<file path="config.mk">
export PLATFORM = sky130hd
export DESIGN_NAME = iasu_front
export DESIGN_NICKNAME = d
export VERILOG_FILES = /design/src/rtl/imu_stream_alignment_unit_assert.svh /design/src/rtl/iasu_pkg.sv /design/src/rtl/iasu_front.sv
export SDC_FILE = /design/constraint.sdc
export NUM_CORES = 1
export LEC_CHECK = 0
export ABC_AREA = 1
export ABC_CLOCK_PERIOD_IN_PS = 21800
export BUFFER_PORTS_ARGS = -buffer_cell sky130_fd_sc_hd__buf_2
export CORE_MARGIN = 3
export CORE_UTILIZATION = 35
export DETAILED_ROUTE_END_ITERATION = 6
export HOLD_SLACK_MARGIN = 0.03
export PLACE_DENSITY = 0.62
export SLEW_MARGIN = 20
export SYNTH_ARGS = -nofsm -noshare
export SYNTH_HDL_FRONTEND = slang
export SYNTH_SLANG_ARGS = --single-unit
</file>
<file path="constraint.sdc">
create_clock -name clk -period 21.8 [get_ports clk]
set_input_delay 4.36 -clock clk [delete_from_list [all_inputs] [get_ports clk]]
set_output_delay 4.36 -clock clk [all_outputs]
set_load 0.1 [all_outputs]
</file>
<file path="src/rtl/imu_stream_alignment_unit_assert.svh">
// assertion macros shared by the imu stream alignment rtl
// expects clk and arst_n in the scope of each use
`ifndef IMU_STREAM_ALIGNMENT_UNIT_ASSERT_SVH
`define IMU_STREAM_ALIGNMENT_UNIT_ASSERT_SVH

// condition that holds at every clock edge out of reset
`define IASU_ASSERT_ALWAYS(lbl, cond, msg) \
	lbl: assert property (@(posedge clk) disable iff (!arst_n) (cond)) else $error(msg);

// same-cycle implication
`define IASU_ASSERT_IMPLY(lbl, ante, cons, msg) \
	lbl: assert property (@(posedge clk) disable iff (!arst_n) (ante) |-> (cons)) else $error(msg);

`endif

</file>
<file path="src/rtl/iasu_pkg.sv">
// types and constants of the imu stream alignment unit
// no dependencies; imported by every rtl module of the block
package iasu_pkg;

	localparam int StampW   = 48;
	localparam int AxisW    = 32;
	localparam int NumAxes  = 3;
	localparam int FracW    = 16;
	localparam int RunLimit = 16;

	typedef logic [StampW-1:0] stamp_t;

	typedef enum logic {
		OP_GYRO  = 1'b0,
		OP_ACCEL = 1'b1
	} op_t;

	// one timestamped three-axis sample
	typedef struct packed {
		stamp_t                             stamp;
		logic [NumAxes-1:0][AxisW-1:0]      val;
	} sample_t;

	typedef struct packed {
		op_t     op;
		sample_t smp;
	} item_t;

	// one fused output beat
	typedef struct packed {
		stamp_t                        stamp;
		logic [NumAxes-1:0][AxisW-1:0] rate;
		logic [NumAxes-1:0][AxisW-1:0] accel;
		logic                          last;
	} result_t;

	typedef struct packed {
		logic   start;
		stamp_t num;
		stamp_t den;
	} div_req_t;

	typedef struct packed {
		logic             done;
		logic [FracW-1:0] quo;
	} div_rsp_t;

endpackage

</file>
<file path="src/rtl/iasu_front.sv">
// input side of the imu stream alignment unit: takes sample beats into a short queue
// depends on iasu_pkg
module iasu_front import iasu_pkg::*; (
	input  logic  clk,
	input  logic  arst_n,
	input  logic  in_valid,
	output logic  in_ready,
	input  item_t in_item,
	output logic  deq_valid,
	input  logic  deq_ready,
	output item_t deq_item
);

	localparam int QDepth = 2;

	item_t      buf_q [QDepth];
	logic       wr_q;
	logic       rd_q;
	logic [1:0] cnt_q;
	logic       push;
	logic       pop;

	// queue status
	assign in_ready  = (cnt_q != 2'(QDepth));
	assign deq_valid = (cnt_q != 2'd0);
	assign deq_item  = buf_q[rd_q];
	assign push      = in_valid && in_ready;
	assign pop       = deq_valid && deq_ready;

	// pointers and fill level
	always_ff @(posedge clk or negedge arst_n) begin
		if (!arst_n) begin
			wr_q  <= 1'b0;
			rd_q  <= 1'b0;
			cnt_q <= 2'd0;
		end else begin
			if (push) wr_q <= ~wr_q;
			if (pop) rd_q <= ~rd_q;
			if (push && !pop) cnt_q <= cnt_q + 2'd1;
			else if (pop && !push) cnt_q <= cnt_q - 2'd1;
		end
	end

	// beat storage
	always_ff @(posedge clk) begin
		if (push) buf_q[wr_q] <= in_item;
	end

endmodule

</file>
==> out/metrics.cfg <==
[clock_network]
clockBufferDepth = 3
cts_tree = built
numCtsBuffers = 30
numClockSinks = 294
cts_resized = 0
clkTransAtPathRegs_ps = 60
clock_latency_ps = 540
cts_root_buf = clkbuf_16
postCtsHoldBufs = 0
cts_htree_levels = 1
postCtsSetupBuffers = 0

[yosys]
synth_area_um2 = 10920
syn-num-nets = 936
syn_area_per_cell_um2 = 13.89
synth_top_area_share_pct = 79.78
synthesis.instances = 786
synthDistinctLibCells = 13
synth_area_leaders = edfxtp_1, nand2_1, buf_6
ys_seq_area_share_pct = 80.70
synth_top_area_cell = edfxtp_1
yosys_warnings = 0
yosys_register_bits = 294

[detailed_routing]
wire_per_inst_um = 15.90
postRouteAntennaNets = 0
drc = 0
drt_iter0_drc = 384
avgViaCountPerCell = 4.413
firstDrtPassIters = 4
vias = 6659
wirelength_um = 23990

[global_route]
gr-total-overflow = 0
grt_pass1_vias = 6814
antenna_found_initial = 5
grt_max_degree = 87
grt_usage_pct = 13.90
grt_pass1_wl_um = 36920

[worst_hold_path]
min_to = cnt_q[0]
hold_path_depth = 1
hold_class = reg -> reg
holdCritStartpoint = cnt_q[0]

[floorplanning]
rows = 64
start_util_pct = 35.59
core_area_um2 = 30670
die_x_um = 182.6
ios = 296
die_h_um = 182.6
die_area_um2 = 33340

[critical_path]
crit_required_ps = 17440
path_max_fanout = 86
cp-start-kind = flip-flop
path_class = reg -> out
timing.rr.end = buf_q[0][50]
arrival_ps = 3220
rr_worst_depth = 5
reg2reg_from = cnt_q[0]
cp-end-kind = primary output
reg2reg_slack_ps = 18970

[finish]
num-nets-final = 1239
drive_above_1_share_pct = 31.65
area_delta_synth_final_pct = 24.43
final_util_pct = 44.28

[timing]
finalSetupViolCount = 0
rsz0062_at_grt = false
slew_headroom_pct = 34.73
fin_setup_tns_ps = 0
finalHoldWorstSlack_ps = 505.7
fin_crit_ps = 7576
finalHoldViolCount = 0
finalMaxSlewViolations = 0
worstMarginPinSlew_ps = 979.0
max_freq_ghz = 0.1320
finClkSkew_ps = 12.39
period_share_pct = 34.75

[placed_design]
dp_hpwl_um = 15560
gp_congestion = 0.7386
portBuffers = 295

[outcome]
outcome = completed

[job]
drv_cap = 0

-- layout make-up --
class,instances,area (um2)
clock inverters,22,183.9
multi-input cells,453,1739
flip-flops and latches,294,8812
diodes,1,2.502
repair buffers,303,1536
clock buffers,33,783.3
fillers,2833,17090
well taps,396,495.5
inverters,7,28.78
-- cell usage after synthesis --
| library cell | n |
|---|---|
| edfxtp_1 | 290 |
| xnor2_1 | 1 |
| buf_4 | 1 |
| xor2_1 | 1 |
| nor2_1 | 2 |
| nand2_1 | 445 |
| nand3_1 | 2 |
| buf_6 | 31 |
| ha_1 | 1 |
| inv_2 | 1 |
| inv_1 | 6 |
| nand4_1 | 1 |
| dfrtp_1 | 4 |
-- cell usage in the layout, fill, tap and decap left out --
| cell | n |
|---|---|
| buf_4 | 8 |
| ha_1 | 1 |
| buf_2 | 295 |
| clkbuf_16 | 31 |
| clkinv_2 | 8 |
| nand3_1 | 2 |
| nor2_4 | 2 |
| dfrtp_4 | 1 |
| xor2_1 | 1 |
| xnor2_1 | 1 |
| bufinv_16 | 3 |
| clkbuf_1 | 2 |
| nand2_1 | 445 |
| clkinv_4 | 1 |
| inv_4 | 1 |
| edfxtp_1 | 290 |
| inv_1 | 6 |
| diode_2 | 1 |
| clkinv_1 | 8 |
| nand4_1 | 1 |
| dfrtp_1 | 3 |
| clkinvlp_4 | 2 |
-- layer usage --
layer / share of wire [%] / vias to the layer above / track usage [%]
li1: - / 3259 / -
met1: 41 / 3098 / 17.52
met2: 47 / 247 / 23.16
met3: 9.6 / 47 / 4.824
met4: 2.3 / 8 / 3.321
met5: 0.19 / - / 0
-- state kept, by name, indices dropped and copies added, names as in the netlist --
signal / flops
buf_q: 290
rd_q: 1
cnt_q: 2
wr_q: 1
-- cells by family (layout without fill, tap and decap cells) --
| kind of cell | count (synthesis) | after routing | share of synthesized area (%) |
|---|---|---|---|
| XOR/XNOR | 2 | 2 | 0.1605 |
| flip-flops | 294 | 294 | 80.70 |
| buffers and inverters | 39 | 365 | 3.507 |
| AND/OR/NAND/NOR | 450 | 450 | 15.52 |
| other | 0 | 1 | 0 |
| adder cells (fa/ha/maj) | 1 | 1 | 0.1146 |
-- critical path: stages, from the launching register on --
cell and delay [ps]:
dfrtp_4 490, inv_4 480, buf_4 850, nand2_1 160
nand2_1 90, buf_2 420
-- worst max path at each step --
| stage | start | to | cells after the start |
|---|---|---|---|
| 2_1_floorplan | in_valid | buf_q[0][0] | 2 |
| 3_3_place_gp | rd_q | deq_item[7] | 5 |
| 3_5_place_dp | rd_q | deq_item[105] | 5 |
| 4_1_cts | rd_q | deq_item[105] | 5 |
| 5_1_grt | rd_q | deq_item[105] | 5 |
| 6_report | rd_q | deq_item[8] | 5 |
-- stage by stage --
stage / setup WS [ps] / instance area (um2) / instances
after floorplan: 10590 / 10920 / 786
after global placement: 14600 / 12610 / 1453
after detailed placement: 14730 / 12610 / 1453
after CTS: 14130 / 13580 / 1508
after global routing: 13980 / 13580 / 1508
final: 14220 / 13580 / 1509
Power is not shown: default switching activity piles up to over one toggle a cycle in this logic, so the estimate is an artifact.
