==> config.mk <==
export PLATFORM = sky130hd
export DESIGN_NAME = iasu_div
export DESIGN_NICKNAME = d
export VERILOG_FILES = /design/src/rtl/imu_stream_alignment_unit_assert.svh /design/src/rtl/iasu_pkg.sv /design/src/rtl/iasu_div.sv
export SDC_FILE = /design/constraint.sdc
export NUM_CORES = 1
export LEC_CHECK = 0
export BUFFER_PORTS_ARGS = -buffer_cell sky130_fd_sc_hd__clkbuf_2
export CORE_MARGIN = 2
export CORE_UTILIZATION = 35
export CTS_BUF_LIST = sky130_fd_sc_hd__clkbuf_4 sky130_fd_sc_hd__clkbuf_8 sky130_fd_sc_hd__clkbuf_16
export DETAILED_ROUTE_END_ITERATION = 6
export GPL_TIMING_DRIVEN = 0
export SYNTH_ARGS = -nofsm -noshare
export SYNTH_HDL_FRONTEND = slang
export SYNTH_SLANG_ARGS = --single-unit
==> constraint.sdc <==
create_clock -name clk -period 7.3 [get_ports clk]
set_input_delay 1.095 -clock clk [delete_from_list [all_inputs] [get_ports clk]]
set_output_delay 1.095 -clock clk [all_outputs]
set_load 0.005 [all_outputs]
==> src/rtl/imu_stream_alignment_unit_assert.svh <==
// assertion macros shared by the imu stream alignment rtl
// expects clk and arst_n in the scope of each use
`ifndef IMU_STREAM_ALIGNMENT_UNIT_ASSERT_SVH
`define IMU_STREAM_ALIGNMENT_UNIT_ASSERT_SVH

// condition that holds at every clock edge out of reset
`define IASU_ASSERT_ALWAYS(lbl, cond, msg) \
	lbl: assert property (@(posedge clk) disable iff (!arst_n) (cond)) else $error(msg);

// same-cycle implication
`define IASU_ASSERT_IMPLY(lbl, ante, cons, msg) \
	lbl: assert property (@(posedge clk) disable iff (!arst_n) (ante) |-> (cons)) else $error(msg);

`endif

==> src/rtl/iasu_pkg.sv <==
// types and constants of the imu stream alignment unit
// no dependencies; imported by every rtl module of the block
package iasu_pkg;

	localparam int StampW   = 48;
	localparam int AxisW    = 32;
	localparam int NumAxes  = 3;
	localparam int FracW    = 16;
	localparam int RunLimit = 16;

	typedef logic [StampW-1:0] stamp_t;

	typedef enum logic {
		OP_GYRO  = 1'b0,
		OP_ACCEL = 1'b1
	} op_t;

	// one timestamped three-axis sample
	typedef struct packed {
		stamp_t                             stamp;
		logic [NumAxes-1:0][AxisW-1:0]      val;
	} sample_t;

	typedef struct packed {
		op_t     op;
		sample_t smp;
	} item_t;

	// one fused output beat
	typedef struct packed {
		stamp_t                        stamp;
		logic [NumAxes-1:0][AxisW-1:0] rate;
		logic [NumAxes-1:0][AxisW-1:0] accel;
		logic                          last;
	} result_t;

	typedef struct packed {
		logic   start;
		stamp_t num;
		stamp_t den;
	} div_req_t;

	typedef struct packed {
		logic             done;
		logic [FracW-1:0] quo;
	} div_rsp_t;

endpackage

==> src/rtl/iasu_div.sv <==
// restoring divider for the q0.16 interpolation weight, one quotient bit a cycle
// depends on iasu_pkg; expects num < den
module iasu_div import iasu_pkg::*; (
	input  logic     clk,
	input  logic     arst_n,
	input  div_req_t req,
	output div_rsp_t rsp
);

	logic [StampW:0]  rem_q;
	stamp_t           den_q;
	logic [FracW-1:0] quo_q;
	logic [3:0]       cnt_q;
	logic             act_q;
	logic             done_q;
	logic [StampW:0]  shifted;
	logic             ge;

	// one restoring step
	assign shifted = {rem_q[StampW-1:0], 1'b0};
	assign ge      = (shifted >= {1'b0, den_q});

	always_ff @(posedge clk or negedge arst_n) begin
		if (!arst_n) begin
			rem_q  <= '0;
			den_q  <= '0;
			quo_q  <= '0;
			cnt_q  <= '0;
			act_q  <= 1'b0;
			done_q <= 1'b0;
		end else begin
			done_q <= 1'b0;
			if (req.start) begin
				rem_q <= {1'b0, req.num};
				den_q <= req.den;
				quo_q <= '0;
				cnt_q <= '0;
				act_q <= 1'b1;
			end else if (act_q) begin
				rem_q <= ge ? (shifted - {1'b0, den_q}) : shifted;
				quo_q <= {quo_q[FracW-2:0], ge};
				cnt_q <= cnt_q + 4'd1;
				if (cnt_q == 4'(FracW - 1)) begin
					act_q  <= 1'b0;
					done_q <= 1'b1;
				end
			end
		end
	end

	assign rsp.done = done_q;
	assign rsp.quo  = quo_q;

endmodule

==> results_dict.tcl <==
set metrics [dict create \
    status "finished, final reports clean" \
    cts-root-buf "clkbuf_16" \
    ys.flop_type "dfrtp_1" \
    rsz0062_at_grt "false" \
    fin_crit_sh_pct 47.9 \
    antenna_found_initial 0 \
    cts.clk_slew.worst_paths_ns 0.07 \
    post-cts-setup-buffers 0 \
    hold_class "input pin to asynchronous set/reset pin" \
    gp_congestion 0.937 \
    critPathCaptureType "register" \
    cts_hold_buffers 0 \
    drv_slew 0 \
    drt_iter0_drc 529 \
    initial_core_util_pct 35.7 \
    synth_cell_types 65 \
    path_max_fanout 10 \
    p_per_area_mw_per_mm2 438 \
    routed_wl_um 26600 \
    layout-drive-gt1-share_pct 16.1 \
    grt_pass1_wl_um 41800 \
    worstPathRequired_ns 7.59 \
    die_h_um 156 \
    ys_seq_elements 118 \
    cts_resized 0 \
    grt_pass1_vias 7476 \
    grt_usage_pct 22.3 \
    grt_max_degree 105 \
    h-tree-depth 4 \
    finClkSkew_ns 0.0156 \
    clock_sinks 118 \
    ff2ff_path_depth 9 \
    num_rows 55 \
    arrival_ns 3.79 \
    cts_tree "done" \
    async_reset_ff_share_pct 100 \
    fmax_ghz 0.286 \
    synthTopCellsByArea "dfrtp_1 (36%), ha_1 (7.6%), nand2_1 (6.9%)" \
    hpwl_um 20100 \
    power_mw 4.24 \
    fin_tns_setup_ns 0 \
    max-clock-path-buffers 2 \
    p_leak_nw 4.79 \
    syn_area_mm2 0.00811 \
    syn_avg_cell_area_um2 8.26 \
    synth_nets 1131 \
    drc 0 \
    crit_path_start_kind "register" \
    die-area_mm2 0.0244 \
    io_pins 116 \
    yosysWarnings 0 \
    dr.pass1.iters 5 \
    hold_viol_final 0 \
    detail_route.wl_per_cell_um 18.8 \
    diodes 0 \
    vias_per_cell 5.43 \
    path_class "register to register" \
    synth_common_cells "nand2_1 (150), dfrtp_1 (118), a21oi_1 (89), o21ai_0 (73), inv_1 (66)" \
    min_period_ns 3.50 \
    synth_edf_count 0 \
    cts_buffers 17 \
    yosys.area.top_type_share_pct 36.4 \
    cap_violations 0 \
    setup_viol 0 \
    synth_cells 982 \
    vias 7673 \
    fillCellCount 2357 \
    yosysSeqAreaShare_pct 36.4 \
    grt_overflow 0 \
    dieWidth_um 156 \
    worst_pin_slew_ns 0.780 \
    yosys.area.top_type "dfrtp_1" \
    drtAntennaViolNets 0 \
    yosysMostFrequentCell "nand2_1" \
    io_buffers 114 \
    syn_to_final_growth_pct 19.3 \
    slew-limit-headroom_pct 48.0 \
    ir_drop_mv 0.204 \
    clk_latency_ns 0.43 \
    nets 1265 \
    fp.coreArea_mm2 0.0227 \
]
## stage by stage
step,hold WS [ns],area [um^2],instances,worst slack (ns),util [%]
global placement,0.516,9040,1381,3.18,39.8
CTS,0.492,9680,1414,3.88,42.6
floorplan,0.494,8110,982,4.59,-
global route,0.497,9680,1414,3.58,42.6
finish,0.498,9680,1414,3.80,42.6
detailed placement,0.526,9080,1382,3.90,40.0
## path summary, 6_finish.rpt
kind,endpoint,slack (ns),start
setup / recovery,rem_q[30],3.80,rem_q[29]
setup reg to reg,rem_q[30],3.80,rem_q[29]
max in group asynchronous,den_q[30],6.04,arst_n
min in group clk,den_q[18],0.54,den_q[18]
hold / removal,quo_q[4],0.50,arst_n
hold reg to reg,den_q[18],0.54,den_q[18]
## cells by family after synthesis
logic type	count (synthesis)	synth area share (%)
adder cells (fa/ha/maj)	50	7.80
AND/OR/NAND/NOR	295	16.5
AO/OA/AOI/OAI	322	25.0
buffers and inverters	127	6.37
flip-flops	118	36.4
multiplexers	23	2.90
XOR/XNOR	47	5.07
## report_power, final
group | total [mW] | switching, mW | leakage (nW) | internal, mW
sequential | 0.972 | 0.155 | 1.46 | 0.817
combinational | 2.39 | 1.40 | 3.04 | 0.984
clock | 0.885 | 0.368 | 0.294 | 0.517
total | 4.24 | 1.93 | 4.79 | 2.32
## cell usage in the layout, fill, tap and decap left out, drive strengths merged, types with 24 or more instances in the layout
master | netlist | routed
a21o | 37 | 37
xnor2 | 28 | 28
nor2 | 58 | 58
ha | 49 | 49
a21oi | 91 | 91
nand2 | 151 | 151
o21ai | 108 | 108
inv | 66 | 76
buf | 23 | 24
clkbuf | 38 | 169
dfrtp | 118 | 118
## state kept, by name, indices dropped and copies added, names as in the netlist
signal  count
rem_q      48
act_q       1
den_q      48
cnt_q       4
quo_q      16
done_q      1
## layer usage
| layer | share of wire, % | track usage (%) | up-vias |
|---|---|---|---|
| met1 | 48 | 31.3 | 3672 |
| li1 | - | - | 3728 |
| met4 | 2.2 | 7.21 | 0 |
| met3 | 5.1 | 3.93 | 38 |
| met5 | 0 | 0 | - |
| met2 | 44 | 34.9 | 235 |
## area by class of cell
class	instances	area [um^2]	area share, %
Buffer	61	269	2.78
Inverter	66	248	2.56
Sequential cell	118	2950	30.5
Multi-Input combinational cell	737	4640	48.0
Clock inverter	15	178	1.84
Clock buffer	17	425	4.40
Timing Repair Buffer	115	607	6.27
Tap cell	285	357	3.68
## critical path: stages, from the launching register on
cell,delay (ns)
dfrtp_1,0.44
ha_1,0.30
clkbuf_1,0.25
nand4_1,0.29
nor4_1,0.66
a31o_2,0.30
clkbuf_1,0.52
o2bb2ai_1,0.15
a311oi_1,0.37
a21oi_1,0.07
Note: power is estimated with default switching activity, not from simulation.
